--- config.mk ---
export PLATFORM = sky130hd
export DESIGN_NAME = wcf_window
export DESIGN_NICKNAME = d
export VERILOG_FILES = /design/src/rtl/core/wcf_pkg.sv /design/src/rtl/core/wcf_window.sv
export SDC_FILE = /design/constraint.sdc
export NUM_CORES = 1
export LEC_CHECK = 0
export BUFFER_PORTS_ARGS = -buffer_cell sky130_fd_sc_hd__buf_2
export CORE_ASPECT_RATIO = 0.6
export CORE_MARGIN = 3
export CORE_UTILIZATION = 40
export DETAILED_ROUTE_END_ITERATION = 12
export HOLD_SLACK_MARGIN = 0.06
export PLACE_DENSITY = 0.63
export RECOVER_POWER = 100
export SLEW_MARGIN = 20
export SYNTH_ARGS = -nofsm -noshare
export SYNTH_HDL_FRONTEND = slang
export SYNTH_SLANG_ARGS = --single-unit
export TNS_END_PERCENT = 5
--- constraint.sdc ---
create_clock -name i_clk -period 11.3 [get_ports i_clk]
set_clock_uncertainty 0.05 [all_clocks]
set_input_delay 2.26 -clock i_clk [delete_from_list [all_inputs] [get_ports i_clk]]
set_output_delay 2.26 -clock i_clk [all_outputs]
set_load 0.1 [all_outputs]
--- src/rtl/core/wcf_pkg.sv ---
`default_nettype none

package wcf_pkg;

    // Largest image the line store and the position counters are built for.
    localparam int MAX_WIDTH  = 1024;
    localparam int MAX_HEIGHT = 4096;

    localparam int PIX_W     = 8;
    localparam int WIN       = 5;
    localparam int LINE_ROWS = 4;
    localparam int PH_W      = $clog2(LINE_ROWS);

    // Widths of the configuration fields as seen on the register port.
    localparam int CFG_WIDTH_W  = 11;
    localparam int CFG_HEIGHT_W = 13;
    localparam int CFG_MODE_W   = 3;
    localparam int CFG_DATA_W   = 13;
    localparam int CFG_IDX_W    = 2;

    // Widths derived from the maximum image size.
    localparam int COL_W  = $clog2(MAX_WIDTH);
    localparam int WID_W  = $clog2(MAX_WIDTH + 1);
    localparam int HGT_W  = $clog2(MAX_HEIGHT + 1);
    localparam int OROW_W = $clog2(MAX_HEIGHT);
    localparam int ROW_W  = HGT_W + 1;
    localparam int POS_W  = ((HGT_W > WID_W) ? HGT_W : WID_W) + 1;
    localparam int P_W    = ROW_W + WID_W + 1;

    // Kernel sums stay within +-8191 for every mode.
    localparam int SUM_W     = 15;
    localparam int DIV_IN_W  = 13;
    localparam int RECIP_W   = 15;
    localparam int PROD_W    = DIV_IN_W + RECIP_W;
    localparam int DIV_SHIFT = 18;
    localparam logic [RECIP_W-1:0] RECIP9  = 15'd29128;
    localparam logic [RECIP_W-1:0] RECIP25 = 15'd10486;

    localparam logic [CFG_IDX_W-1:0] REG_IMAGE_WIDTH  = 2'd0;
    localparam logic [CFG_IDX_W-1:0] REG_IMAGE_HEIGHT = 2'd1;
    localparam logic [CFG_IDX_W-1:0] REG_KERNEL_MODE  = 2'd2;

    localparam logic [CFG_MODE_W-1:0] MODE_BOX3      = 3'd0;
    localparam logic [CFG_MODE_W-1:0] MODE_BOX5      = 3'd1;
    localparam logic [CFG_MODE_W-1:0] MODE_SHARP3    = 3'd2;
    localparam logic [CFG_MODE_W-1:0] MODE_SHARP3X2  = 3'd3;
    localparam logic [CFG_MODE_W-1:0] MODE_SHARP5    = 3'd4;
    localparam logic [CFG_MODE_W-1:0] MODE_PREWITT_H = 3'd5;
    localparam logic [CFG_MODE_W-1:0] MODE_PREWITT_V = 3'd6;

    localparam logic [CFG_WIDTH_W-1:0]  RST_WIDTH  = 11'd640;
    localparam logic [CFG_HEIGHT_W-1:0] RST_HEIGHT = 13'd480;

    localparam logic REQ_DRAIN = 1'b1;

    typedef logic [PIX_W-1:0] t_pix;
    typedef logic signed [SUM_W-1:0] t_sum;
    typedef logic [LINE_ROWS-1:0][PIX_W-1:0] t_line;
    typedef logic [WIN-1:0][WIN-1:0][PIX_W-1:0] t_win;

    localparam t_sum PIX_MAX = 15'sd255;

    typedef struct packed {
        logic [WID_W-1:0]      width;
        logic [HGT_W-1:0]      height;
        logic [CFG_MODE_W-1:0] mode;
        logic                  r2;
    } t_cfg;

    typedef struct packed {
        t_pix              pix;
        logic [PH_W-1:0]   phase;
        logic              emit;
        logic              last;
        logic [OROW_W-1:0] out_row;
        logic [COL_W-1:0]  out_col;
    } t_s1;

    typedef struct packed {
        logic [WIN-1:0] row_use;
        logic [WIN-1:0] col_use;
        logic           last;
    } t_s2;

    // True when window index idx lies inside the kernel radius and the
    // neighbour it stands for lies inside the image.
    function automatic logic tap_ok(input logic [POS_W-1:0] pos,
                                    input logic [POS_W-1:0] lim,
                                    input logic [2:0] idx,
                                    input logic r2);
        logic [2:0] cen;
        logic [2:0] rad;
        logic [2:0] d;
        cen = r2 ? 3'd2 : 3'd3;
        rad = r2 ? 3'd2 : 3'd1;
        if (idx < cen) begin
            d = cen - idx;
            tap_ok = (d <= rad) && (pos >= POS_W'(d));
        end else begin
            d = idx - cen;
            tap_ok = (d <= rad) && ((pos + POS_W'(d)) < lim);
        end
    endfunction

    // Weighted contribution of one window pixel for the selected kernel.
    function automatic t_sum tap_term(input logic [CFG_MODE_W-1:0] mode,
                                      input logic [2:0] a,
                                      input logic [2:0] b,
                                      input logic r2,
                                      input t_pix pix);
        logic [2:0] cen;
        logic       centre;
        t_sum       p;
        t_sum       p9;
        cen    = r2 ? 3'd2 : 3'd3;
        centre = (a == cen) && (b == cen);
        p      = SUM_W'(pix);
        p9     = (p <<< 3) + p;
        case (mode)
            MODE_SHARP3, MODE_SHARP5: begin
                tap_term = centre ? p9 : -p;
            end
            MODE_SHARP3X2: begin
                tap_term = centre ? (p9 <<< 1) : -(p <<< 1);
            end
            MODE_PREWITT_H: begin
                tap_term = (b < cen) ? -p : ((b == cen) ? '0 : p);
            end
            MODE_PREWITT_V: begin
                tap_term = (a < cen) ? -p : ((a == cen) ? '0 : p);
            end
            default: begin
                tap_term = p;
            end
        endcase
    endfunction

endpackage

`default_nettype wire

--- src/rtl/core/wcf_window.sv ---
`default_nettype none

module wcf_window (
    input  logic           i_clk,
    input  logic           i_rst_n,
    input  wcf_pkg::t_cfg  i_cfg,
    input  logic           i_s1_valid,
    input  wcf_pkg::t_s1   i_s1,
    output logic           o_s1_take,
    input  wcf_pkg::t_line i_line,
    output logic           o_s2_valid,
    output wcf_pkg::t_s2   o_s2,
    output wcf_pkg::t_win  o_win,
    input  logic           i_s2_take
);

    import wcf_pkg::*;

    t_win r_win;
    t_win n_win;
    logic r_s2_valid;
    t_s2  r_s2;
    t_s2  n_s2;
    logic move;
    logic [WIN-1:0][PIX_W-1:0] new_col;

    assign o_s1_take = !r_s2_valid || i_s2_take;
    assign move      = i_s1_valid && o_s1_take;

    always_comb begin
        // Bottom row is the incoming pixel; the rows above come from the line
        // store banks, newest first.
        new_col[WIN-1] = i_s1.pix;
        for (int k = 1; k < WIN; k++) begin
            new_col[WIN-1-k] = i_line[PH_W'(i_s1.phase - PH_W'(k))];
        end
        for (int a = 0; a < WIN; a++) begin
            for (int b = 0; b < WIN - 1; b++) begin
                n_win[a][b] = r_win[a][b+1];
            end
            n_win[a][WIN-1] = new_col[a];
        end
        for (int a = 0; a < WIN; a++) begin
            n_s2.row_use[a] = tap_ok(POS_W'(i_s1.out_row), POS_W'(i_cfg.height),
                                     3'(a), i_cfg.r2);
            n_s2.col_use[a] = tap_ok(POS_W'(i_s1.out_col), POS_W'(i_cfg.width),
                                     3'(a), i_cfg.r2);
        end
        n_s2.last = i_s1.last;
    end

    always_ff @(posedge i_clk) begin
        if (!i_rst_n) begin
            r_s2_valid <= 1'b0;
        end else if (o_s1_take) begin
            r_s2_valid <= i_s1_valid && i_s1.emit;
        end
    end

    // Every pixel shifts the window, also those that produce no output.
    always_ff @(posedge i_clk) begin
        if (move) begin
            r_win <= n_win;
            r_s2  <= n_s2;
        end
    end

    assign o_s2_valid = r_s2_valid;
    assign o_s2       = r_s2;
    assign o_win      = r_win;

endmodule

`default_nettype wire

==> results.json <==
{
  "slew_headroom": -2.063,
  "grt_usage": 0.1520,
  "drv_cap": 2,
  "synth_flop_cell": "edfxtp_1",
  "cts_root_buffer": "clkbuf_16",
  "grt_pass1_vias": 6055,
  "crit_buf_inv": 2,
  "coreArea_sq_mm": 0.02699,
  "fin_cells": 1310,
  "place_hpwl_mm": 18.41,
  "design_area_sq_mm": 0.01227,
  "end_kind": "register",
  "worst_slack_ns": 4.930,
  "dieArea_sq_mm": 0.03015,
  "outcome": "complete, but fails checks",
  "holdCritStartpoint": "o_win[131]",
  "async_reset_ff_frac": 0,
  "routabilityCongestion": 0.8326,
  "path_max_fanout": 144,
  "finalPower_mw": 2.242,
  "ctsResizeCount": 0,
  "drive_gt1_frac": 0.1707,
  "htreeDepth": 1,
  "layout_common_cells": "clkbuf_1, edfxtp_1, buf_2",
  "syn_area_sq_mm": 0.01122,
  "r2r_start": "o_s2_valid",
  "top_layer": "met5",
  "nFillCells": 2506,
  "num_vias": 6255,
  "hold_ws_ns": 0.3717,
  "postSynthAreaPerCell_sq_um": 14.23,
  "critPathSlowestCell": "and2_0",
  "ys_types": 43,
  "rsz0062_at_grt": "no",
  "vias_per_cell": 4.775,
  "tns_ns": 0,
  "antenna_found_initial": 2,
  "final_common_cell": "clkbuf_1",
  "grt_max_degree": 145,
  "ios": 311,
  "dr_wl_met3_mm": 1.554,
  "grt-ovfl-total": 0,
  "yosysTopAreaCell": "edfxtp_1",
  "cts_tree": "done",
  "timing.rr.end": "o_win[78]",
  "path_delay_family": "simple AND/OR/NAND/NOR gates",
  "finalHoldViolCount": 0,
  "drcViolationCount": 0,
  "ys_warn_count": 0,
  "violations": "capacitance limit, slew limit",
  "p_leak_nw": 4.681,
  "first_pass_iters": 4,
  "cpPeakStageDelay_ns": 3.27,
  "max-vdd-ir-drop_v": 0.0001201,
  "synth_area_leaders": "edfxtp_1, buf_4, ha_1",
  "clk_pin_slew_ns": 0.08,
  "crit_type": "primary input to register",
  "power_density_mw_per_mm2": 182.6,
  "clock_path_buffers": 3,
  "clock-sinks": 212,
  "cts_buffers": 22,
  "fin_crit_ns": 6.370,
  "fp.dieH_microns": 135.7,
  "rrSetupSlack_ns": 6.48,
  "ys_seq_area_frac": 0.5667,
  "placed_cell_area_sq_mm": 0.01186,
  "synth_enable_flop_cells": 211,
  "dp.cells": 1271,
  "worst_slew_pin_slew_ns": 4.595,
  "io_buffers": 307,
  "routed_wl_mm": 24.22,
  "ant_nets": 0,
  "period_share": 0.5637,
  "area_growth_syn_to_layout_pct": 9.426,
  "synth_top_area_frac": 0.5649,
  "synth_nets": 972,
  "drt-initial-drc-count": 505,
  "std_cell_rows": 46,
  "grt_pass1_wl_mm": 36.07,
  "avgRoutedWirePerCell_microns": 18.49,
  "postLayoutCoreUtil": 0.4547,
  "dieWidth_microns": 222.2,
  "wl_met2_mm": 11.15,
  "drt-met1-wl_mm": 11.09,
  "ys_seq_elements": 212,
  "min_to": "o_win[123]",
  "postCtsHoldBufs": 0,
  "start_util": 0.4155,
  "critical_path.cell_chain": "buf_2 -> nand2b_1 -> and2_0 -> buf_12",
  "reg2regPathDepth": 3,
  "start_kind": "primary input",
  "min_path_type": "register to register",
  "clk_latency_ns": 0.52,
  "hold_depth": 0,
  "synth_cells": 788,
  "pre_cts_ws_ns": 5.659,
  "slew_viol_final": 101,
  "arrival_ns": 6.43,
  "post_cts_buffers": 0,
  "setup_violations": 0,
  "fin_nets": 1119,
  "required_ns": 11.36,
  "max_freq_mhz": 157.0
}
cell usage after synthesis, types with 2 or more instances:
cell,number
o22ai_1,4
buf_2,7
nand4_1,8
and3_1,2
nand4_4,2
a21o_1,18
nor4_1,5
buf_4,171
nor3_1,5
a21oi_1,19
ha_1,82
clkbuf_1,4
mux4_2,32
nand2b_1,5
o21a_1,3
xor2_1,29
nor2b_1,5
o2111ai_1,3
nand2_1,22
buf_6,2
fa_1,4
nor2_1,41
a211o_1,2
xnor2_1,25
o21ai_0,11
edfxtp_1,211
a31oi_1,3
nand3_1,9
a211oi_1,6
inv_1,32
a21boi_0,3
and4_1,2
routing by layer:
metal  GRT usage  vias up
met1      0.2235     3026
met4     0.02946        2
met5           0        -
met3     0.03465       32
met2      0.2331      183
li1            -     3012
state kept, by name, summed over array words and instances, names as in the netlist:
register and cells:
o_s2 11, o_s2_valid 1, o_win 200
cell type report:
| type | instances | area [sq um] | area share |
|---|---|---|---|
| diodes | 1 | 2.502 | 0.0002039 |
| clock buffers | 26 | 586.8 | 0.04781 |
| clock inverters | 12 | 100.1 | 0.008156 |
| inverters | 32 | 120.1 | 0.009787 |
| multi-input cells | 359 | 3369 | 0.2745 |
| flip-flops and latches | 212 | 6356 | 0.5179 |
| well taps | 360 | 450.4 | 0.03670 |
| repair buffers | 308 | 1287 | 0.1049 |
logic make-up after synthesis:
family	Yosys count	share of synthesized area
buf+inv	217	0.1329
flops	212	0.5667
simple gates	111	0.05098
fa+ha+maj	86	0.09862
compound gates	76	0.04440
xor+xnor	54	0.04217
mux	32	0.06426
worst max path at each step:
stage | slack (ns) | depth (start not counted) | end | start
after global routing | 4.46 | 4 | o_win[158] | i_s2_take
final | 4.93 | 4 | o_win[78] | i_s2_take
after floorplan | 2.69 | 2 | o_s2[0] | i_s2_take
after global placement | 5.67 | 14 | o_s2[10] | i_cfg[0]
after CTS | 6.10 | 3 | o_s1_take | i_s2_take
after detailed placement | 5.66 | 13 | o_s2[10] | i_cfg[0]
power by group:
part,switching (mW),internal [mW]
Clock,0.299,0.397
Combinational,0.493,0.0929
Sequential,0.0241,0.936
(Power assumes the default switching activity.)
