**config.mk**
```make
export PLATFORM = sky130hd
export DESIGN_NAME = wcf_arith
export DESIGN_NICKNAME = d
export VERILOG_FILES = /design/src/rtl/core/wcf_pkg.sv /design/src/rtl/core/wcf_arith.sv
export SDC_FILE = /design/constraint.sdc
export NUM_CORES = 2
export LEC_CHECK = 0
export BUFFER_PORTS_ARGS = -buffer_cell sky130_fd_sc_hd__buf_2
export CAP_MARGIN = 25
export CORE_MARGIN = 1.5
export CORE_UTILIZATION = 50
export CTS_BUF_LIST = sky130_fd_sc_hd__clkbuf_4
export DETAILED_ROUTE_END_ITERATION = 12
export PLACE_DENSITY = 0.7
export REMOVE_ABC_BUFFERS = 1
export SYNTH_ARGS = -nofsm -noshare
export SYNTH_HDL_FRONTEND = slang
export SYNTH_SLANG_ARGS = --single-unit
export TNS_END_PERCENT = 30
```
**constraint.sdc**
```tcl
create_clock -name i_clk -period 9.7 [get_ports i_clk]
set_clock_uncertainty 0.2 [all_clocks]
set_input_delay 1.94 -clock i_clk [delete_from_list [all_inputs] [get_ports i_clk]]
set_output_delay 1.94 -clock i_clk [all_outputs]
set_load 0.01 [all_outputs]
```
**src/rtl/core/wcf_pkg.sv**
```systemverilog
`default_nettype none

package wcf_pkg;

    // Largest image the line store and the position counters are built for.
    localparam int MAX_WIDTH  = 1024;
    localparam int MAX_HEIGHT = 4096;

    localparam int PIX_W     = 8;
    localparam int WIN       = 5;
    localparam int LINE_ROWS = 4;
    localparam int PH_W      = $clog2(LINE_ROWS);

    // Widths of the configuration fields as seen on the register port.
    localparam int CFG_WIDTH_W  = 11;
    localparam int CFG_HEIGHT_W = 13;
    localparam int CFG_MODE_W   = 3;
    localparam int CFG_DATA_W   = 13;
    localparam int CFG_IDX_W    = 2;

    // Widths derived from the maximum image size.
    localparam int COL_W  = $clog2(MAX_WIDTH);
    localparam int WID_W  = $clog2(MAX_WIDTH + 1);
    localparam int HGT_W  = $clog2(MAX_HEIGHT + 1);
    localparam int OROW_W = $clog2(MAX_HEIGHT);
    localparam int ROW_W  = HGT_W + 1;
    localparam int POS_W  = ((HGT_W > WID_W) ? HGT_W : WID_W) + 1;
    localparam int P_W    = ROW_W + WID_W + 1;

    // Kernel sums stay within +-8191 for every mode.
    localparam int SUM_W     = 15;
    localparam int DIV_IN_W  = 13;
    localparam int RECIP_W   = 15;
    localparam int PROD_W    = DIV_IN_W + RECIP_W;
    localparam int DIV_SHIFT = 18;
    localparam logic [RECIP_W-1:0] RECIP9  = 15'd29128;
    localparam logic [RECIP_W-1:0] RECIP25 = 15'd10486;

    localparam logic [CFG_IDX_W-1:0] REG_IMAGE_WIDTH  = 2'd0;
    localparam logic [CFG_IDX_W-1:0] REG_IMAGE_HEIGHT = 2'd1;
    localparam logic [CFG_IDX_W-1:0] REG_KERNEL_MODE  = 2'd2;

    localparam logic [CFG_MODE_W-1:0] MODE_BOX3      = 3'd0;
    localparam logic [CFG_MODE_W-1:0] MODE_BOX5      = 3'd1;
    localparam logic [CFG_MODE_W-1:0] MODE_SHARP3    = 3'd2;
    localparam logic [CFG_MODE_W-1:0] MODE_SHARP3X2  = 3'd3;
    localparam logic [CFG_MODE_W-1:0] MODE_SHARP5    = 3'd4;
    localparam logic [CFG_MODE_W-1:0] MODE_PREWITT_H = 3'd5;
    localparam logic [CFG_MODE_W-1:0] MODE_PREWITT_V = 3'd6;

    localparam logic [CFG_WIDTH_W-1:0]  RST_WIDTH  = 11'd640;
    localparam logic [CFG_HEIGHT_W-1:0] RST_HEIGHT = 13'd480;

    localparam logic REQ_DRAIN = 1'b1;

    typedef logic [PIX_W-1:0] t_pix;
    typedef logic signed [SUM_W-1:0] t_sum;
    typedef logic [LINE_ROWS-1:0][PIX_W-1:0] t_line;
    typedef logic [WIN-1:0][WIN-1:0][PIX_W-1:0] t_win;

    localparam t_sum PIX_MAX = 15'sd255;

    typedef struct packed {
        logic [WID_W-1:0]      width;
        logic [HGT_W-1:0]      height;
        logic [CFG_MODE_W-1:0] mode;
        logic                  r2;
    } t_cfg;

    typedef struct packed {
        t_pix              pix;
        logic [PH_W-1:0]   phase;
        logic              emit;
        logic              last;
        logic [OROW_W-1:0] out_row;
        logic [COL_W-1:0]  out_col;
    } t_s1;

    typedef struct packed {
        logic [WIN-1:0] row_use;
        logic [WIN-1:0] col_use;
        logic           last;
    } t_s2;

    // True when window index idx lies inside the kernel radius and the
    // neighbour it stands for lies inside the image.
    function automatic logic tap_ok(input logic [POS_W-1:0] pos,
                                    input logic [POS_W-1:0] lim,
                                    input logic [2:0] idx,
                                    input logic r2);
        logic [2:0] cen;
        logic [2:0] rad;
        logic [2:0] d;
        cen = r2 ? 3'd2 : 3'd3;
        rad = r2 ? 3'd2 : 3'd1;
        if (idx < cen) begin
            d = cen - idx;
            tap_ok = (d <= rad) && (pos >= POS_W'(d));
        end else begin
            d = idx - cen;
            tap_ok = (d <= rad) && ((pos + POS_W'(d)) < lim);
        end
    endfunction

    // Weighted contribution of one window pixel for the selected kernel.
    function automatic t_sum tap_term(input logic [CFG_MODE_W-1:0] mode,
                                      input logic [2:0] a,
                                      input logic [2:0] b,
                                      input logic r2,
                                      input t_pix pix);
        logic [2:0] cen;
        logic       centre;
        t_sum       p;
        t_sum       p9;
        cen    = r2 ? 3'd2 : 3'd3;
        centre = (a == cen) && (b == cen);
        p      = SUM_W'(pix);
        p9     = (p <<< 3) + p;
        case (mode)
            MODE_SHARP3, MODE_SHARP5: begin
                tap_term = centre ? p9 : -p;
            end
            MODE_SHARP3X2: begin
                tap_term = centre ? (p9 <<< 1) : -(p <<< 1);
            end
            MODE_PREWITT_H: begin
                tap_term = (b < cen) ? -p : ((b == cen) ? '0 : p);
            end
            MODE_PREWITT_V: begin
                tap_term = (a < cen) ? -p : ((a == cen) ? '0 : p);
            end
            default: begin
                tap_term = p;
            end
        endcase
    endfunction

endpackage

`default_nettype wire

```
**src/rtl/core/wcf_arith.sv**
```systemverilog
`default_nettype none

module wcf_arith (
    input  logic          i_clk,
    input  logic          i_rst_n,
    input  wcf_pkg::t_cfg i_cfg,
    input  logic          i_s2_valid,
    input  wcf_pkg::t_s2  i_s2,
    input  wcf_pkg::t_win i_win,
    output logic          o_s2_take,
    output logic          o_out_valid,
    input  logic          i_out_ready,
    output wcf_pkg::t_pix o_pixel_out,
    output logic          o_frame_last
);

    import wcf_pkg::*;

    logic r_s3_valid;
    t_sum r_row_sum [WIN];
    logic r_s3_last;
    t_sum n_row_sum [WIN];

    logic r_s4_valid;
    t_sum r_s4_sum;
    logic r_s4_last;
    t_sum n_total;

    logic r_out_valid;
    t_pix r_out_pix;
    logic r_out_last;

    logic                 rdy3;
    logic                 rdy4;
    logic                 rdy_out;
    logic                 box;
    logic [RECIP_W-1:0]   recip;
    logic [PROD_W-1:0]    prod;
    t_pix                 res;

    assign rdy_out   = !r_out_valid || i_out_ready;
    assign rdy4      = !r_s4_valid || rdy_out;
    assign rdy3      = !r_s3_valid || rdy4;
    assign o_s2_take = rdy3;

    // Row sums over the masked window.
    always_comb begin
        for (int a = 0; a < WIN; a++) begin
            n_row_sum[a] = '0;
            for (int b = 0; b < WIN; b++) begin
                if (i_s2.row_use[a] && i_s2.col_use[b]) begin
                    n_row_sum[a] = n_row_sum[a]
                        + tap_term(i_cfg.mode, 3'(a), 3'(b), i_cfg.r2, i_win[a][b]);
                end
            end
        end
    end

    always_comb begin
        n_total = '0;
        for (int a = 0; a < WIN; a++) begin
            n_total = n_total + r_row_sum[a];
        end
    end

    // Box averages divide by 9 or 25 through a reciprocal multiply that is
    // exact for every sum the box kernels can reach.
    always_comb begin
        box   = (i_cfg.mode == MODE_BOX3) || (i_cfg.mode == MODE_BOX5);
        recip = (i_cfg.mode == MODE_BOX5) ? RECIP25 : RECIP9;
        prod  = PROD_W'(r_s4_sum[DIV_IN_W-1:0]) * PROD_W'(recip);
        if (box) begin
            res = prod[DIV_SHIFT +: PIX_W];
        end else if (r_s4_sum[SUM_W-1]) begin
            res = '0;
        end else if (r_s4_sum > PIX_MAX) begin
            res = '1;
        end else begin
            res = r_s4_sum[PIX_W-1:0];
        end
    end

    always_ff @(posedge i_clk) begin
        if (!i_rst_n) begin
            r_s3_valid  <= 1'b0;
            r_s4_valid  <= 1'b0;
            r_out_valid <= 1'b0;
        end else begin
            if (rdy3) begin
                r_s3_valid <= i_s2_valid;
            end
            if (rdy4) begin
                r_s4_valid <= r_s3_valid;
            end
            if (rdy_out) begin
                r_out_valid <= r_s4_valid;
            end
        end
    end

    always_ff @(posedge i_clk) begin
        if (rdy3 && i_s2_valid) begin
            r_row_sum <= n_row_sum;
            r_s3_last <= i_s2.last;
        end
        if (rdy4 && r_s3_valid) begin
            r_s4_sum  <= n_total;
            r_s4_last <= r_s3_last;
        end
        if (rdy_out && r_s4_valid) begin
            r_out_pix  <= res;
            r_out_last <= r_s4_last;
        end
    end

    assign o_out_valid  = r_out_valid;
    assign o_pixel_out  = r_out_pix;
    assign o_frame_last = r_out_last;

endmodule

`default_nettype wire

```
==> metrics list <==
- Count of unresolved DRC violations after routing: 0
- Top fanout value on the critical path: 8
* Sequential cell area fraction in the yosys report: 0.09045
* Maximum level of the CTS H-tree: 3
* Final Hold Fails: 0
* DP HPWL: approximately 93 mm
* Worst-case setup slack after placement: -0.2453 ns
- Setup WS post-layout: 0.3728 ns
- The synthesized design spends more area on one cell type than any other, namely sky130_fd_sc_hd__ha_1.
* Cell count after synthesis: 4532
- For this run, the number of Yosys warnings is 0.
- Among the stages of the critical path, the cell type that occurs most often is sky130_fd_sc_hd__xnor2_1.
- Critical setup path kind: input pin to flop
- Vias per inst: 6.039
- Largest net degree at the start of global routing: between 70 and 80
* Distinct cell type count after synthesis: 98
- The share of total power dissipated in sequential elements is 0.074.
- After floorplanning, the core was sized to cover 67400 um2.
* Number of sinks on the clock net: 104
- TritonCTS built the clock tree.
* Total setup violations reported at the end of the flow: 0
- After floorplanning, the core was divided into 95 placement rows.
- Die Span X: around 260 um
* Clock latency at the later pin of the worst-skew pair: 0.50 ns
- The share of synthesized area in the top cell type comes to 0.1570.
- Critical path startpoint category: input pin
- Post-synthesis sequential element count: around 100
- In this run, synthesis inferred 101 flip-flops with an integrated enable.
- Dividing the detail-routed wire length by the instance count gives approximately 19 um.
* Transition at the pin with the smallest max-transition slack: 1.046 ns
- STA puts the critical path data required time at between 9 and 10 ns.
- In the final layout, the multi-input gates occupy 29240 um2.
* Reported leakage power: 18.35 nW
- Of the total power, the clock network draws 0.018.
- Once placement completed, the tool counted placed cells totaling 5849.
- Synth Cell Area: 34190 um2
- Most used standard cells in the synthesized netlist: sky130_fd_sc_hd__nand2_1, sky130_fd_sc_hd__ha_1, sky130_fd_sc_hd__a21oi_1, sky130_fd_sc_hd__nor2_1, sky130_fd_sc_hd__o21ai_0
- Initial DRT Pass Iterations: 8
- Across the whole layout, storage elements account for 3093 um2.
- From synthesis to final layout, the design area changed by 14.71%.
- Design internal power: 0.006718 W
- In the final layout, the share of cells above drive strength 1 is 0.1744.
- Fmax: 0.1072 GHz
- Of the total power, the share spent switching nets is 0.5006.
- Buffers inserted during clock tree synthesis total 9.
* RD Place Congestion: 0.9821
- In this run the deepest clock path goes through 2 buffers.
* Floorplan die height: 264.5 um
* Fill cell instance count of the final layout: between 6000 and 7000
- In this design, the stage delay of the slowest critical-path cell is 0.44 ns.
* Area contributors post-synth: sky130_fd_sc_hd__ha_1, sky130_fd_sc_hd__fa_1, sky130_fd_sc_hd__edfxtp_1
* Top Ports: between 200 and 300
- Arrival time of data at the critical path endpoint: 9.41 ns
- Final std cells w/o fill: ~5900
- Iteration-0 DRC count of the detailed router: roughly 3000
- Most numerous cell in the Yosys netlist: sky130_fd_sc_hd__nand2_1
- Global-route wire length before repair: ~180 mm
- Post-detailed-route count of antenna-violating nets: 0
* Share of synthesized flip-flops with an asynchronous set or reset: 0
* Starting density of the core: 0.5074
- In this run the power spent charging and discharging nets is 0.006733 W.
* Mean area per synthesized cell: 7.545 um2
- Combinational power share: 0.909
* Final nets: 5820
- Peak VDD IR: between 1 and 1.5 mV
- The flow ran to the end, and the final reports show no timing, DRC or antenna violations.
- The final count of pins violating max slew is 0.
* Minimum clock period after layout: 9.327 ns
* CP endpoint kind: flop
- Measured against its own limit, the worst slew margin works out to 0.2961.
* Top FF cell, synth: sky130_fd_sc_hd__edfxtp_1
* Number of global-route vias before repair: 33220
* Area of the die: 69970 um2
- Clock transition at path regs: roughly 0.19 ns
- Summed over all layers, the routed wires come to between 100 and 150 mm.
- Port-buffer cells: 229
* Initial antenna violation count: 25
- The root buffer cell chosen for the clock tree is sky130_fd_sc_hd__clkbuf_4.
- The slowest stage of the critical path is the sky130_fd_sc_hd__fa_1 cell.
- Max Cap Viol: 0
- Global-route usage over all layers: 0.3103
- For this design the ratio of total power to cell area is 342.9 nW/um2.
* GRT overflow: 0
- Min-Delay Path Class: flop to flop
- Final Cycle Share: 0.9616
- Overall via count from detail_route: 35560
==> critical path: cells and delay by family <==
family / cells / cell delay [ns]
AOI/OAI and AO/OA: 11 / 1.91
muxes: 1 / 0.30
adders and majority gates: 5 / 1.85
buffers and inverters: 4 / 0.54
and+or+nand+nor: 10 / 1.75
xor gates and xnor gates: 6 / 1.09
==> cell families (layout without fill, tap and decap cells) <==
| family | Yosys count | count (layout) | synth area share |
|---|---|---|---|
| adders and majority gates | 591 | 591 | 0.2507 |
| DFF | 104 | 104 | 0.09045 |
| other | 2 | 25 | 0.0002196 |
| buffers and inverters | 523 | 984 | 0.05869 |
| xor gates and xnor gates | 381 | 381 | 0.09920 |
| AOI/OAI and AO/OA | 1428 | 1428 | 0.2678 |
| and+or+nand+nor | 1359 | 1359 | 0.1868 |
| muxes | 144 | 144 | 0.04621 |
==> worst paths after layout <==
| kind | slack [ns] | start | cells past startpoint | to |
|---|---|---|---|---|
| hold / removal | 0.25 | r_s4_last$_DFFE_PP_ | 0 | o_frame_last$_DFFE_PP_ |
| setup reg to reg | 2.82 | r_s4_sum[6]$_DFFE_PP_ | 23 | o_pixel_out[6]$_DFFE_PP_ |
| setup / recovery | 0.37 | i_cfg[3] | 37 | r_row_sum[44]$_DFFE_PP_ |
| hold reg to reg | 0.25 | r_s4_last$_DFFE_PP_ | 0 | o_frame_last$_DFFE_PP_ |
==> stage by stage <==
stage                     setup TNS [ns]  power (W)  hold WS, ns    util  cell area [um2]
after detailed placement         -0.5461    0.01310       0.2065  0.5773            38900
final                                  0    0.01345       0.2477  0.5820            39230
after CTS                              0    0.01352       0.2474  0.5795            39060
after floorplan                   -9.714    0.01003       0.2003       -            33350
after global placement           -0.1268    0.01281       0.2030  0.5773            38900
after global routing            -0.02574    0.01533       0.2714  0.5819            39220
==> area by class of cell <==
type                    count  share of cell area
diodes                     21            0.001340
well taps                 873             0.02785
flip-flops and latches    104             0.07885
clock inverters             7            0.002201
repair buffers            659              0.1129
clock buffers               9            0.001722
multi-input cells        3907              0.7456
inverters                 309             0.02957
==> per-layer routing <==
metal  routed length [um]  vias up  GRT usage
met5                   76        -          0
met4                 5077       10     0.1339
met3                 7566      216    0.03706
met2                50320     1219     0.5130
met1                47980    16680     0.4078
li1                     -    17440          -
==> power by group through the flow <==
stage	clock [W]	sequential [W]	combinational [W]
final	0.000239	0.000991	0.0122
after global routing	0.000259	0.00101	0.0141
after CTS	0.000243	0.000992	0.0123
after detailed placement	0	0.00100	0.0121
after global placement	0	0.00100	0.0118
after floorplan	0	0.000944	0.00909
==> registers in the layout, indices dropped and copies added, names as in the netlist <==
name	cells
r_s4_last	1
r_row_sum	75
r_s3_valid	1
r_s4_sum	15
r_s3_last	1
r_s4_valid	1
o_frame_last	1
o_out_valid	1
o_pixel_out	8
==> layout by cell type (no fill, tap or decap), types with 54 or more instances in the layout <==
| cell type | count |
|---|---|
| sky130_fd_sc_hd__and2_1 | 57 |
| sky130_fd_sc_hd__fa_1 | 158 |
| sky130_fd_sc_hd__ha_1 | 429 |
| sky130_fd_sc_hd__o22ai_1 | 79 |
| sky130_fd_sc_hd__edfxtp_1 | 101 |
| sky130_fd_sc_hd__inv_1 | 307 |
| sky130_fd_sc_hd__xor2_1 | 130 |
| sky130_fd_sc_hd__a21oi_1 | 357 |
| sky130_fd_sc_hd__nand2_1 | 429 |
| sky130_fd_sc_hd__buf_2 | 226 |
| sky130_fd_sc_hd__nor2_1 | 341 |
| sky130_fd_sc_hd__o21ai_0 | 335 |
| sky130_fd_sc_hd__nand3_1 | 106 |
| sky130_fd_sc_hd__o211ai_1 | 54 |
| sky130_fd_sc_hd__a21o_1 | 108 |
| sky130_fd_sc_hd__mux2_2 | 111 |
| sky130_fd_sc_hd__buf_4 | 428 |
| sky130_fd_sc_hd__nor3_1 | 137 |
| sky130_fd_sc_hd__xnor2_1 | 246 |
| sky130_fd_sc_hd__o221ai_1 | 56 |
| sky130_fd_sc_hd__or3_1 | 57 |
==> timing repair <==
item | in CTS | in global routing
resized for setup | 0 | 23
hold buffers | 0 | 0
endpoints found under the setup margin | 0 | 5
buffers inserted | 0 | 2
(Power assumes the default switching activity.)
