**src/rtl/core/wcf_pkg.sv**
```systemverilog
`default_nettype none

package wcf_pkg;

    // Largest image the line store and the position counters are built for.
    localparam int MAX_WIDTH  = 1024;
    localparam int MAX_HEIGHT = 4096;

    localparam int PIX_W     = 8;
    localparam int WIN       = 5;
    localparam int LINE_ROWS = 4;
    localparam int PH_W      = $clog2(LINE_ROWS);

    // Widths of the configuration fields as seen on the register port.
    localparam int CFG_WIDTH_W  = 11;
    localparam int CFG_HEIGHT_W = 13;
    localparam int CFG_MODE_W   = 3;
    localparam int CFG_DATA_W   = 13;
    localparam int CFG_IDX_W    = 2;

    // Widths derived from the maximum image size.
    localparam int COL_W  = $clog2(MAX_WIDTH);
    localparam int WID_W  = $clog2(MAX_WIDTH + 1);
    localparam int HGT_W  = $clog2(MAX_HEIGHT + 1);
    localparam int OROW_W = $clog2(MAX_HEIGHT);
    localparam int ROW_W  = HGT_W + 1;
    localparam int POS_W  = ((HGT_W > WID_W) ? HGT_W : WID_W) + 1;
    localparam int P_W    = ROW_W + WID_W + 1;

    // Kernel sums stay within +-8191 for every mode.
    localparam int SUM_W     = 15;
    localparam int DIV_IN_W  = 13;
    localparam int RECIP_W   = 15;
    localparam int PROD_W    = DIV_IN_W + RECIP_W;
    localparam int DIV_SHIFT = 18;
    localparam logic [RECIP_W-1:0] RECIP9  = 15'd29128;
    localparam logic [RECIP_W-1:0] RECIP25 = 15'd10486;

    localparam logic [CFG_IDX_W-1:0] REG_IMAGE_WIDTH  = 2'd0;
    localparam logic [CFG_IDX_W-1:0] REG_IMAGE_HEIGHT = 2'd1;
    localparam logic [CFG_IDX_W-1:0] REG_KERNEL_MODE  = 2'd2;

    localparam logic [CFG_MODE_W-1:0] MODE_BOX3      = 3'd0;
    localparam logic [CFG_MODE_W-1:0] MODE_BOX5      = 3'd1;
    localparam logic [CFG_MODE_W-1:0] MODE_SHARP3    = 3'd2;
    localparam logic [CFG_MODE_W-1:0] MODE_SHARP3X2  = 3'd3;
    localparam logic [CFG_MODE_W-1:0] MODE_SHARP5    = 3'd4;
    localparam logic [CFG_MODE_W-1:0] MODE_PREWITT_H = 3'd5;
    localparam logic [CFG_MODE_W-1:0] MODE_PREWITT_V = 3'd6;

    localparam logic [CFG_WIDTH_W-1:0]  RST_WIDTH  = 11'd640;
    localparam logic [CFG_HEIGHT_W-1:0] RST_HEIGHT = 13'd480;

    localparam logic REQ_DRAIN = 1'b1;

    typedef logic [PIX_W-1:0] t_pix;
    typedef logic signed [SUM_W-1:0] t_sum;
    typedef logic [LINE_ROWS-1:0][PIX_W-1:0] t_line;
    typedef logic [WIN-1:0][WIN-1:0][PIX_W-1:0] t_win;

    localparam t_sum PIX_MAX = 15'sd255;

    typedef struct packed {
        logic [WID_W-1:0]      width;
        logic [HGT_W-1:0]      height;
        logic [CFG_MODE_W-1:0] mode;
        logic                  r2;
    } t_cfg;

    typedef struct packed {
        t_pix              pix;
        logic [PH_W-1:0]   phase;
        logic              emit;
        logic              last;
        logic [OROW_W-1:0] out_row;
        logic [COL_W-1:0]  out_col;
    } t_s1;

    typedef struct packed {
        logic [WIN-1:0] row_use;
        logic [WIN-1:0] col_use;
        logic           last;
    } t_s2;

    // True when window index idx lies inside the kernel radius and the
    // neighbour it stands for lies inside the image.
    function automatic logic tap_ok(input logic [POS_W-1:0] pos,
                                    input logic [POS_W-1:0] lim,
                                    input logic [2:0] idx,
                                    input logic r2);
        logic [2:0] cen;
        logic [2:0] rad;
        logic [2:0] d;
        cen = r2 ? 3'd2 : 3'd3;
        rad = r2 ? 3'd2 : 3'd1;
        if (idx < cen) begin
            d = cen - idx;
            tap_ok = (d <= rad) && (pos >= POS_W'(d));
        end else begin
            d = idx - cen;
            tap_ok = (d <= rad) && ((pos + POS_W'(d)) < lim);
        end
    endfunction

    // Weighted contribution of one window pixel for the selected kernel.
    function automatic t_sum tap_term(input logic [CFG_MODE_W-1:0] mode,
                                      input logic [2:0] a,
                                      input logic [2:0] b,
                                      input logic r2,
                                      input t_pix pix);
        logic [2:0] cen;
        logic       centre;
        t_sum       p;
        t_sum       p9;
        cen    = r2 ? 3'd2 : 3'd3;
        centre = (a == cen) && (b == cen);
        p      = SUM_W'(pix);
        p9     = (p <<< 3) + p;
        case (mode)
            MODE_SHARP3, MODE_SHARP5: begin
                tap_term = centre ? p9 : -p;
            end
            MODE_SHARP3X2: begin
                tap_term = centre ? (p9 <<< 1) : -(p <<< 1);
            end
            MODE_PREWITT_H: begin
                tap_term = (b < cen) ? -p : ((b == cen) ? '0 : p);
            end
            MODE_PREWITT_V: begin
                tap_term = (a < cen) ? -p : ((a == cen) ? '0 : p);
            end
            default: begin
                tap_term = p;
            end
        endcase
    endfunction

endpackage

`default_nettype wire

```
**src/rtl/core/wcf_front.sv**
```systemverilog
`default_nettype none

module wcf_front (
    input  logic                          i_clk,
    input  logic                          i_rst_n,
    input  logic                          i_cfg_valid,
    output logic                          o_cfg_ready,
    input  logic [wcf_pkg::CFG_IDX_W-1:0] i_cfg_index,
    input  logic [wcf_pkg::CFG_DATA_W-1:0] i_cfg_data,
    input  logic                          i_in_valid,
    output logic                          o_in_ready,
    input  logic                          i_req_type,
    input  wcf_pkg::t_pix                 i_pixel_in,
    output wcf_pkg::t_cfg                 o_cfg,
    output logic                          o_s1_valid,
    output wcf_pkg::t_s1                  o_s1,
    input  logic                          i_s1_take,
    output logic                          o_ram_re,
    output logic [wcf_pkg::LINE_ROWS-1:0] o_ram_we,
    output logic [wcf_pkg::COL_W-1:0]     o_ram_addr,
    output wcf_pkg::t_pix                 o_ram_wdata
);

    import wcf_pkg::*;

    logic [CFG_WIDTH_W-1:0]  r_image_width;
    logic [CFG_HEIGHT_W-1:0] r_image_height;
    logic [CFG_MODE_W-1:0]   r_kernel_mode;

    logic [COL_W-1:0]  r_in_col;
    logic [ROW_W-1:0]  r_in_row;
    logic [COL_W-1:0]  r_out_col;
    logic [OROW_W-1:0] r_out_row;
    logic [COL_W-1:0]  n_in_col;
    logic [ROW_W-1:0]  n_in_row;
    logic [COL_W-1:0]  n_out_col;
    logic [OROW_W-1:0] n_out_row;

    logic r_s1_valid;
    t_s1  r_s1;

    logic [WID_W-1:0]      eff_w;
    logic [HGT_W-1:0]      eff_h;
    logic [CFG_MODE_W-1:0] eff_mode;
    logic                  eff_r2;
    logic [WID_W-1:0]      w_m1;
    logic [HGT_W-1:0]      h_m1;
    logic [P_W-1:0]        pos;
    logic [P_W-1:0]        lag;
    logic                  draining;
    logic                  skip;
    logic                  work;
    logic                  emit;
    logic                  last;
    logic                  in_wrap;
    logic                  out_wrap;
    t_pix                  pix_v;

    assign o_cfg_ready = 1'b1;

    always_ff @(posedge i_clk) begin
        if (!i_rst_n) begin
            r_image_width  <= RST_WIDTH;
            r_image_height <= RST_HEIGHT;
            r_kernel_mode  <= MODE_BOX3;
        end else if (i_cfg_valid) begin
            case (i_cfg_index)
                REG_IMAGE_WIDTH:  r_image_width  <= i_cfg_data[CFG_WIDTH_W-1:0];
                REG_IMAGE_HEIGHT: r_image_height <= i_cfg_data[CFG_HEIGHT_W-1:0];
                REG_KERNEL_MODE:  r_kernel_mode  <= i_cfg_data[CFG_MODE_W-1:0];
                default: ;
            endcase
        end
    end

    // Out-of-range settings are clamped; the unused mode code selects box 3x3.
    always_comb begin
        if (r_image_width == '0) begin
            eff_w = WID_W'(1);
        end else if (r_image_width > MAX_WIDTH) begin
            eff_w = WID_W'(MAX_WIDTH);
        end else begin
            eff_w = WID_W'(r_image_width);
        end
        if (r_image_height == '0) begin
            eff_h = HGT_W'(1);
        end else if (r_image_height > MAX_HEIGHT) begin
            eff_h = HGT_W'(MAX_HEIGHT);
        end else begin
            eff_h = HGT_W'(r_image_height);
        end
        eff_mode = (r_kernel_mode > MODE_PREWITT_V) ? MODE_BOX3 : r_kernel_mode;
        eff_r2   = (eff_mode == MODE_BOX5) || (eff_mode == MODE_SHARP5);
    end

    assign o_cfg = '{width: eff_w, height: eff_h, mode: eff_mode, r2: eff_r2};

    assign o_in_ready = !r_s1_valid || i_s1_take;

    always_comb begin
        draining = r_in_row >= ROW_W'(eff_h);
        // A drain tick before the frame has ended is taken and dropped.
        skip  = (i_req_type == REQ_DRAIN) && !draining;
        pix_v = draining ? '0 : i_pixel_in;
        work  = i_in_valid && o_in_ready && !skip;

        pos  = P_W'(r_in_row) * P_W'(eff_w) + P_W'(r_in_col);
        lag  = eff_r2 ? ((P_W'(eff_w) << 1) + P_W'(2)) : (P_W'(eff_w) + P_W'(1));
        emit = pos >= lag;

        h_m1 = eff_h - HGT_W'(1);
        w_m1 = eff_w - WID_W'(1);
        last = (HGT_W'(r_out_row) > h_m1)
            || ((HGT_W'(r_out_row) == h_m1) && (WID_W'(r_out_col) >= w_m1));
        in_wrap  = (WID_W'(r_in_col) + WID_W'(1)) >= eff_w;
        out_wrap = WID_W'(r_out_col) >= w_m1;

        n_in_col  = r_in_col;
        n_in_row  = r_in_row;
        n_out_col = r_out_col;
        n_out_row = r_out_row;
        if (work) begin
            if (in_wrap) begin
                n_in_col = '0;
                n_in_row = r_in_row + ROW_W'(1);
            end else begin
                n_in_col = r_in_col + COL_W'(1);
            end
            if (emit) begin
                if (last) begin
                    n_in_col  = '0;
                    n_in_row  = '0;
                    n_out_col = '0;
                    n_out_row = '0;
                end else if (out_wrap) begin
                    n_out_col = '0;
                    n_out_row = r_out_row + OROW_W'(1);
                end else begin
                    n_out_col = r_out_col + COL_W'(1);
                end
            end
        end
    end

    always_ff @(posedge i_clk) begin
        if (!i_rst_n) begin
            r_in_col   <= '0;
            r_in_row   <= '0;
            r_out_col  <= '0;
            r_out_row  <= '0;
            r_s1_valid <= 1'b0;
        end else begin
            r_in_col  <= n_in_col;
            r_in_row  <= n_in_row;
            r_out_col <= n_out_col;
            r_out_row <= n_out_row;
            if (o_in_ready) begin
                r_s1_valid <= work;
            end
        end
    end

    always_ff @(posedge i_clk) begin
        if (work) begin
            r_s1 <= '{pix: pix_v, phase: r_in_row[PH_W-1:0], emit: emit, last: last,
                      out_row: r_out_row, out_col: r_out_col};
        end
    end

    assign o_s1_valid = r_s1_valid;
    assign o_s1       = r_s1;

    // The four older rows are read at the current column while the new pixel
    // is written over the oldest one in its bank.
    always_comb begin
        for (int g = 0; g < LINE_ROWS; g++) begin
            o_ram_we[g] = work && (r_in_row[PH_W-1:0] == PH_W'(g));
        end
    end

    assign o_ram_re    = work;
    assign o_ram_addr  = r_in_col;
    assign o_ram_wdata = pix_v;

endmodule

`default_nettype wire

```
**config.mk**
```make
export PLATFORM = sky130hd
export DESIGN_NAME = wcf_front
export DESIGN_NICKNAME = d
export VERILOG_FILES = /design/src/rtl/core/wcf_pkg.sv /design/src/rtl/core/wcf_front.sv
export SDC_FILE = /design/constraint.sdc
export NUM_CORES = 1
export LEC_CHECK = 0
export ABC_AREA = 1
export BUFFER_PORTS_ARGS = -buffer_cell sky130_fd_sc_hd__buf_2
export CAP_MARGIN = 10
export CORE_ASPECT_RATIO = 1.4
export CORE_MARGIN = 8
export CORE_UTILIZATION = 40
export DETAILED_ROUTE_END_ITERATION = 10
export GPL_ROUTABILITY_DRIVEN = 0
export GPL_TIMING_DRIVEN = 0
export PLACE_DENSITY = 0.69
export SLEW_MARGIN = 20
export SYNTH_ARGS = -nofsm -noshare
export SYNTH_HDL_FRONTEND = slang
export SYNTH_SLANG_ARGS = --single-unit
```
**constraint.sdc**
```tcl
create_clock -name i_clk -period 6.5 [get_ports i_clk]
set_clock_uncertainty 0.15 [all_clocks]
set_input_delay 0.65 -clock i_clk [delete_from_list [all_inputs] [get_ports i_clk]]
set_output_delay 0.65 -clock i_clk [all_outputs]
set_load 0.01 [all_outputs]
```
==> metrics.txt, run 1 <==
Critical Path AT=6.92 ns; Layout area overhead=23.4%; Hold Slack=0.354 ns; Switching Fraction=32.5%; Synth Cell Area=12800 um2; final WL=40.5 mm; DRT Pass-1 Iters=7; Highest Signal Layer=met4; n_diodes=0; clock buffer count from CTS=9; startpoint class of the critical path=flip-flop; die width=167 um; placed wire-length estimate=31.0 mm; number of remaining DRC errors=0; die height=228 um; XOR/XNOR Fraction of Synth Area=3.83%; sequential power share=40.7%; post-synth top area share=18.5%; Compound-Gate Fraction of Synth Area=7.42%; Synth Instances=1754; Final setup viols=47; max cap viols=0; violated checks=setup timing; Final ANT Viol Nets=0; Ports=117; measured slew at the worst slew-check pin=0.883 ns; worst skew pair latency=0.37 ns; DP Worst Slack=-1.27 ns; slowest stage delay, CP=0.57 ns; initial antenna violation count=0; drt via density=5.32; required time worst endpoint=6.66 ns; PwrDens=115 nW/um2; fin crit share=104%; Die ar.=38100 um2; Final Hold Viols=0; critical path class=flip-flop to flip-flop; Synth area leaders=fa_1 18%, ha_1 14%, dfxtp_1 12%; Met2 Wirelength=20.7 mm; hold crit path type=flip-flop to flip-flop; RSZ-0062 raised after global routing=true; Yosys warning count=0; Hold-fix buffers, CTS=0; CTS tree=yes; Met1 Wirelength=13.8 mm; Avg Inst Size Synth=7.30 um2; worst vdd ir=129 uV; synthesis-stage register bit count=108; final worst slack=-0.261 ns; sequential area share after synthesis=19.5%; prevailing post-synth register cell=dfxtp_1; share of cells above drive strength 1=21.4%; FFs w/ async S/R, synth=0%; mean routed wirelength per cell=17.3 um; Worst Setup End Kind=flip-flop; Clock Sink Count=108; Port Buffers=114; Std-Cell Rows=77; clock share of power=32.7%; Worst slew margin=40.9%; Comb pwr share=26.7%; clock transition at the registers of the reported paths=0.08 ns; Slowest cell on crit path=fa_1; multiplexer share of the synthesized area=0%; clk buf depth=2; P_int=1.22 mW; synth unique cells=43; met3 wire length=2.38 mm; largest net degree at the start of global routing=32; global-route wire length before repair=63.7 mm; Switch Pwr=0.590 mW; H-tree depth=3; Post-synth EDFFs=34; Synth Area in Adders=32.0%; root buffer cell=clkbuf_16; Leak Pwr=8.02 nW; CP most frequent cell=fa_1; Iter 0 DRT Violations=678; Simple-Gate Fraction of Synth Area=25.5%; status=finished with violations; largest area contributor in the netlist=fa_1; Period minus WS final=6.76 ns; Final #Nets=2228; GRT Resource Usage Total=20.8%; Initial Util=40.5%; crit path max fanout=10; number of global-route vias before repair=12800; grt total ovfl=0; largest family of logic cells by synthesized area=adder cells; via count=12464; Slew Limit Fails=0; achievable frequency=0.148 GHz; CORE AREA=31600 um2
==> metal layers <==
metal | vias to the layer above | global-route usage, %
met5 | - | 0
met1 | 5887 | 19.8
met4 | 0 | 18.0
met3 | 201 | 3.84
li1 | 5867 | -
met2 | 509 | 38.5
==> power by group through the flow <==
stage	Sequential (mW)	Clock, mW	Combinational, mW
5_1_grt	0.739	0.617	0.529
4_1_cts	0.737	0.601	0.446
3_3_place_gp	0.752	0	0.377
6_report	0.737	0.592	0.483
2_1_floorplan	0.753	0	0.250
3_5_place_dp	0.752	0	0.388
==> flip-flops by register name, summed over array words and instances, names as in the netlist <==
| signal | cells |
|---|---|
| r_kernel_mode | 3 |
| r_out_col | 10 |
| r_in_row | 14 |
| r_image_width | 11 |
| r_out_row | 12 |
| o_s1_valid | 1 |
| r_image_height | 13 |
| o_ram_addr | 10 |
| o_s1 | 34 |
==> final timing paths <==
check             depth (start not counted)               from                 to  slack, ns
setup reg to reg                         34   r_image_width[8]       r_out_col[1]      -0.26
setup / recovery                         34   r_image_width[8]       r_out_col[1]      -0.26
hold reg to reg                           2  r_image_height[9]  r_image_height[9]       0.35
hold / removal                            2  r_image_height[9]  r_image_height[9]       0.35
==> layout make-up <==
class	instances	area (um2)
clock buffer	11	254
fill	2952	15800
tap	395	494
multi-input combinational	1264	9650
clock inverter	5	65.1
inverter	336	1300
buffer	46	347
sequential	108	2530
timing repair buffer	177	1150
==> cells in the final DEF (no fill, tap or decap), types with 7 or more instances in the layout <==
master	n
nand2_1	334
inv_1	305
nor2_1	185
ha_1	125
buf_2	122
fa_1	111
nand3_1	77
a21oi_1	67
dfxtp_1	64
o21ai_0	59
xor2_1	46
buf_4	46
edfxtp_1	34
nand2_2	31
nor3_1	24
nand4_1	23
nor2_2	22
clkbuf_1	21
nand3_2	21
inv_2	18
nand2_4	18
a21oi_2	18
buf_6	18
clkbuf_16	13
ha_4	13
nor2_4	9
xnor2_1	9
o211ai_1	8
dfxtp_4	8
nand2_8	7
nor4_1	7
nand3b_1	7
fa_2	7
==> Yosys cell counts, types with 7 or more instances <==
cell and number:
nor4_1 7, clkinv_1 7, nand2_2 8, o21ai_0 61, ha_1 139, a21oi_1 86, nand3b_1 7, edfxtp_1 34
nand2_1 379, fa_1 118, buf_2 8, xor2_1 47, nand4_1 23, o211ai_1 8, clkbuf_1 26, nor3_1 27
nand3_1 97, xnor2_1 9, dfxtp_1 74, nor2_1 213, buf_1 7, inv_1 326
==> worst max-delay path: cells and delay by family (launching register included) <==
kind                       cells  cell delay [ns]
buffers and inverters          9             0.83
DFF                            1             0.37
adders and majority gates      7             3.17
and+or+nand+nor               15             1.53
xor gates and xnor gates       1             0.21
AOI/OAI and AO/OA              2             0.41
==> stage by stage <==
stage	TNS (ns)	util, %	power (mW)	cell area, um2	std cells
finish	-10.07	50.0	1.81	15800	2342
global route	-20.84	50.0	1.88	15800	2342
CTS	-0.00166	48.5	1.78	15300	2332
detailed placement	-54.20	44.0	1.14	13900	2265
global placement	-49.81	43.9	1.13	13900	2264
floorplan	0	-	1.00	12800	1755
==> cell families after synthesis <==
kind of cell,Yosys count
xor gates and xnor gates,56
and+or+nand+nor,774
AOI/OAI and AO/OA,174
DFF,108
adders and majority gates,257
buffers and inverters,384
other,1
==> repair_timing <==
action	in CTS	in global routing
setup endpoints to repair	47	47
cloned	3	0
buffers inserted	49	11
pin swaps	91	59
resized for setup	193	97
(Power assumes the default switching activity.)
==> run 2, diff against run 1 <==
--- a/config.mk
+++ b/config.mk
@@ -15,6 +15,7 @@
 export GPL_ROUTABILITY_DRIVEN = 0
 export GPL_TIMING_DRIVEN = 0
 export PLACE_DENSITY = 0.69
+export REMOVE_ABC_BUFFERS = 1
 export SLEW_MARGIN = 20
 export SYNTH_ARGS = -nofsm -noshare
 export SYNTH_HDL_FRONTEND = slang
==> metrics.txt, run 2 (same netlist as run 1, synthesis figures left out) <==
status=finished with violations; violated checks=setup timing; share of cells above drive strength 1=20.6%; n_diodes=0; Final #Nets=2205; Critical Path AT=6.89 ns; number of global-route vias before repair=12574; die height=228 um; CP most frequent cell=fa_1; worst vdd ir=142 uV; commonest non-fill, non-tap cell in the layout=nand2_1; Worst slew margin=39.0%; grt total ovfl=0; number of cells on the worst reg-to-reg path=31; final worst slack=-0.243 ns; CTS tree=yes; crit path max fanout=7; startpoint class of the critical path=flip-flop; required time worst endpoint=6.65 ns; Slew Limit Fails=0; Initial Util=40.5%; RSZ-0062 raised after global routing=true; number of remaining DRC errors=0; Leak Pwr=7.98 nW; max cap viols=0; measured slew at the worst slew-check pin=0.913 ns; mean routed wirelength per cell=17.2 um; initial antenna violation count=0; clock transition at the registers of the reported paths=0.08 ns; hold crit path type=flip-flop to flip-flop; worst skew pair latency=0.37 ns; achievable frequency=0.148 GHz; Port Buffers=115; Final ANT Viol Nets=0; clk buf depth=2; Clock Sink Count=108; slowest stage delay, CP=0.59 ns; Std-Cell Rows=77; reg-to-reg endpoint=o_ram_addr[6]; Hold-fix buffers, CTS=0; DRT Pass-1 Iters=8; clock buffer count from CTS=9; critical path class=flip-flop to flip-flop; Hold Slack=0.348 ns; die width=167 um; Worst Setup End Kind=flip-flop; Slowest cell on crit path=fa_2; Period minus WS final=6.74 ns; H-tree depth=3; Iter 0 DRT Violations=941; Comb pwr share=27.6%; largest net degree at the start of global routing=48; Final setup viols=47; crit path from=r_image_width[7]; r2r setup slk=-0.24 ns; placed wire-length estimate=29.3 mm; Switching Fraction=34.2%; PwrDens=113 nW/um2; number of flip-flops in the largest register=34; final WL=40.0 mm; sequential power share=41.6%; Layout area overhead=22.2%; clock share of power=30.8%; Setup crit end=o_ram_addr[6]; P_int=1.17 mW; setup TNS=-8.15 ns; CORE AREA=31600 um2; via count=12377; Die ar.=38100 um2; Switch Pwr=0.607 mW; Ports=117; fin crit share=104%; commonest non-fill, non-tap cells in the layout=338 x nand2_1, 308 x inv_1, 194 x nor2_1; GRT Resource Usage Total=20.8%; root buffer cell=clkbuf_16; drt via density=5.34; global-route wire length before repair=63.3 mm; Worst R2R Start=r_image_width[7]; Final Hold Viols=0
## run 2: cell count changes in the layout (fill, tap and decap cells not counted), moves of 5 or more
cell,before,now
clkbuf_1,21,0
buf_4,46,60
nor2_2,22,12
nor2_1,185,194
buf_2,122,115
buf_6,18,11
nand3_2,21,16
## run 2: timing repair
action,4_1_cts,5_1_grt
setup endpoints to repair,47,47
buffers inserted,65,14
hold endpoints to repair,0,0
cloned,3,2
resized for setup,147,86
pin swaps,67,53
## run 2: per-layer routing
layer / routed length, um / track usage (%)
met1: 13500 / 20.6
met2: 20600 / 38.8
met3: 2610 / 3.63
met4: 3250 / 15.3
met5: 0 / 0
## run 2: worst max-delay path: cells and delay by family, from the launching register on
family                   cells  cell delay, ns
flip-flops                   1            0.36
buffers and inverters        7            0.92
XOR/XNOR                     1            0.08
adder cells (fa/ha/maj)      7            3.06
AND/OR/NAND/NOR             13            1.54
AO/OA/AOI/OAI                3            0.52
## run 2: power by group through the flow
stage	combinational, mW	sequential [mW]	clock (mW)
2_1_floorplan	0.236	0.756	0
3_3_place_gp	0.361	0.756	0
3_5_place_dp	0.373	0.756	0
4_1_cts	0.453	0.739	0.557
5_1_grt	0.537	0.742	0.583
6_report	0.490	0.740	0.546
## run 2: metrics by stage
step / cell area [um2] / setup slack, ns / total power, mW / util, % / instances
after global routing: 15700 / -0.485 / 1.86 / 49.5 / 2319
after detailed placement: 13700 / -2.06 / 1.13 / 43.3 / 2219
final: 15700 / -0.243 / 1.78 / 49.5 / 2319
after CTS: 15200 / 0.000157 / 1.75 / 48.0 / 2303
after global placement: 13700 / -2.04 / 1.12 / 43.2 / 2217
after floorplan: 12600 / -0.325 / 0.992 / - / 1707
## run 2: cell type report
class / instances / area (um2)
Multi-Input combinational cell: 1268 / 9670
Fill cell: 2971 / 15900
Inverter: 336 / 1320
Clock inverter: 7 / 68.8
Timing Repair Buffer: 196 / 1340
Sequential cell: 108 / 2540
Clock buffer: 9 / 225
Tap cell: 395 / 494
## run 2: worst min-delay path by stage
stage	to	startpoint	slack, ns	depth (start not counted)
finish	r_image_height[9]	r_image_height[9]	0.35	2
global route	r_image_height[7]	i_cfg_data[7]	0.36	3
CTS	r_image_height[9]	r_image_height[9]	0.35	2
detailed placement	r_image_height[9]	r_image_height[9]	0.34	2
global placement	r_image_height[9]	r_image_height[9]	0.33	2
floorplan	r_image_height[9]	r_image_height[9]	0.30	2
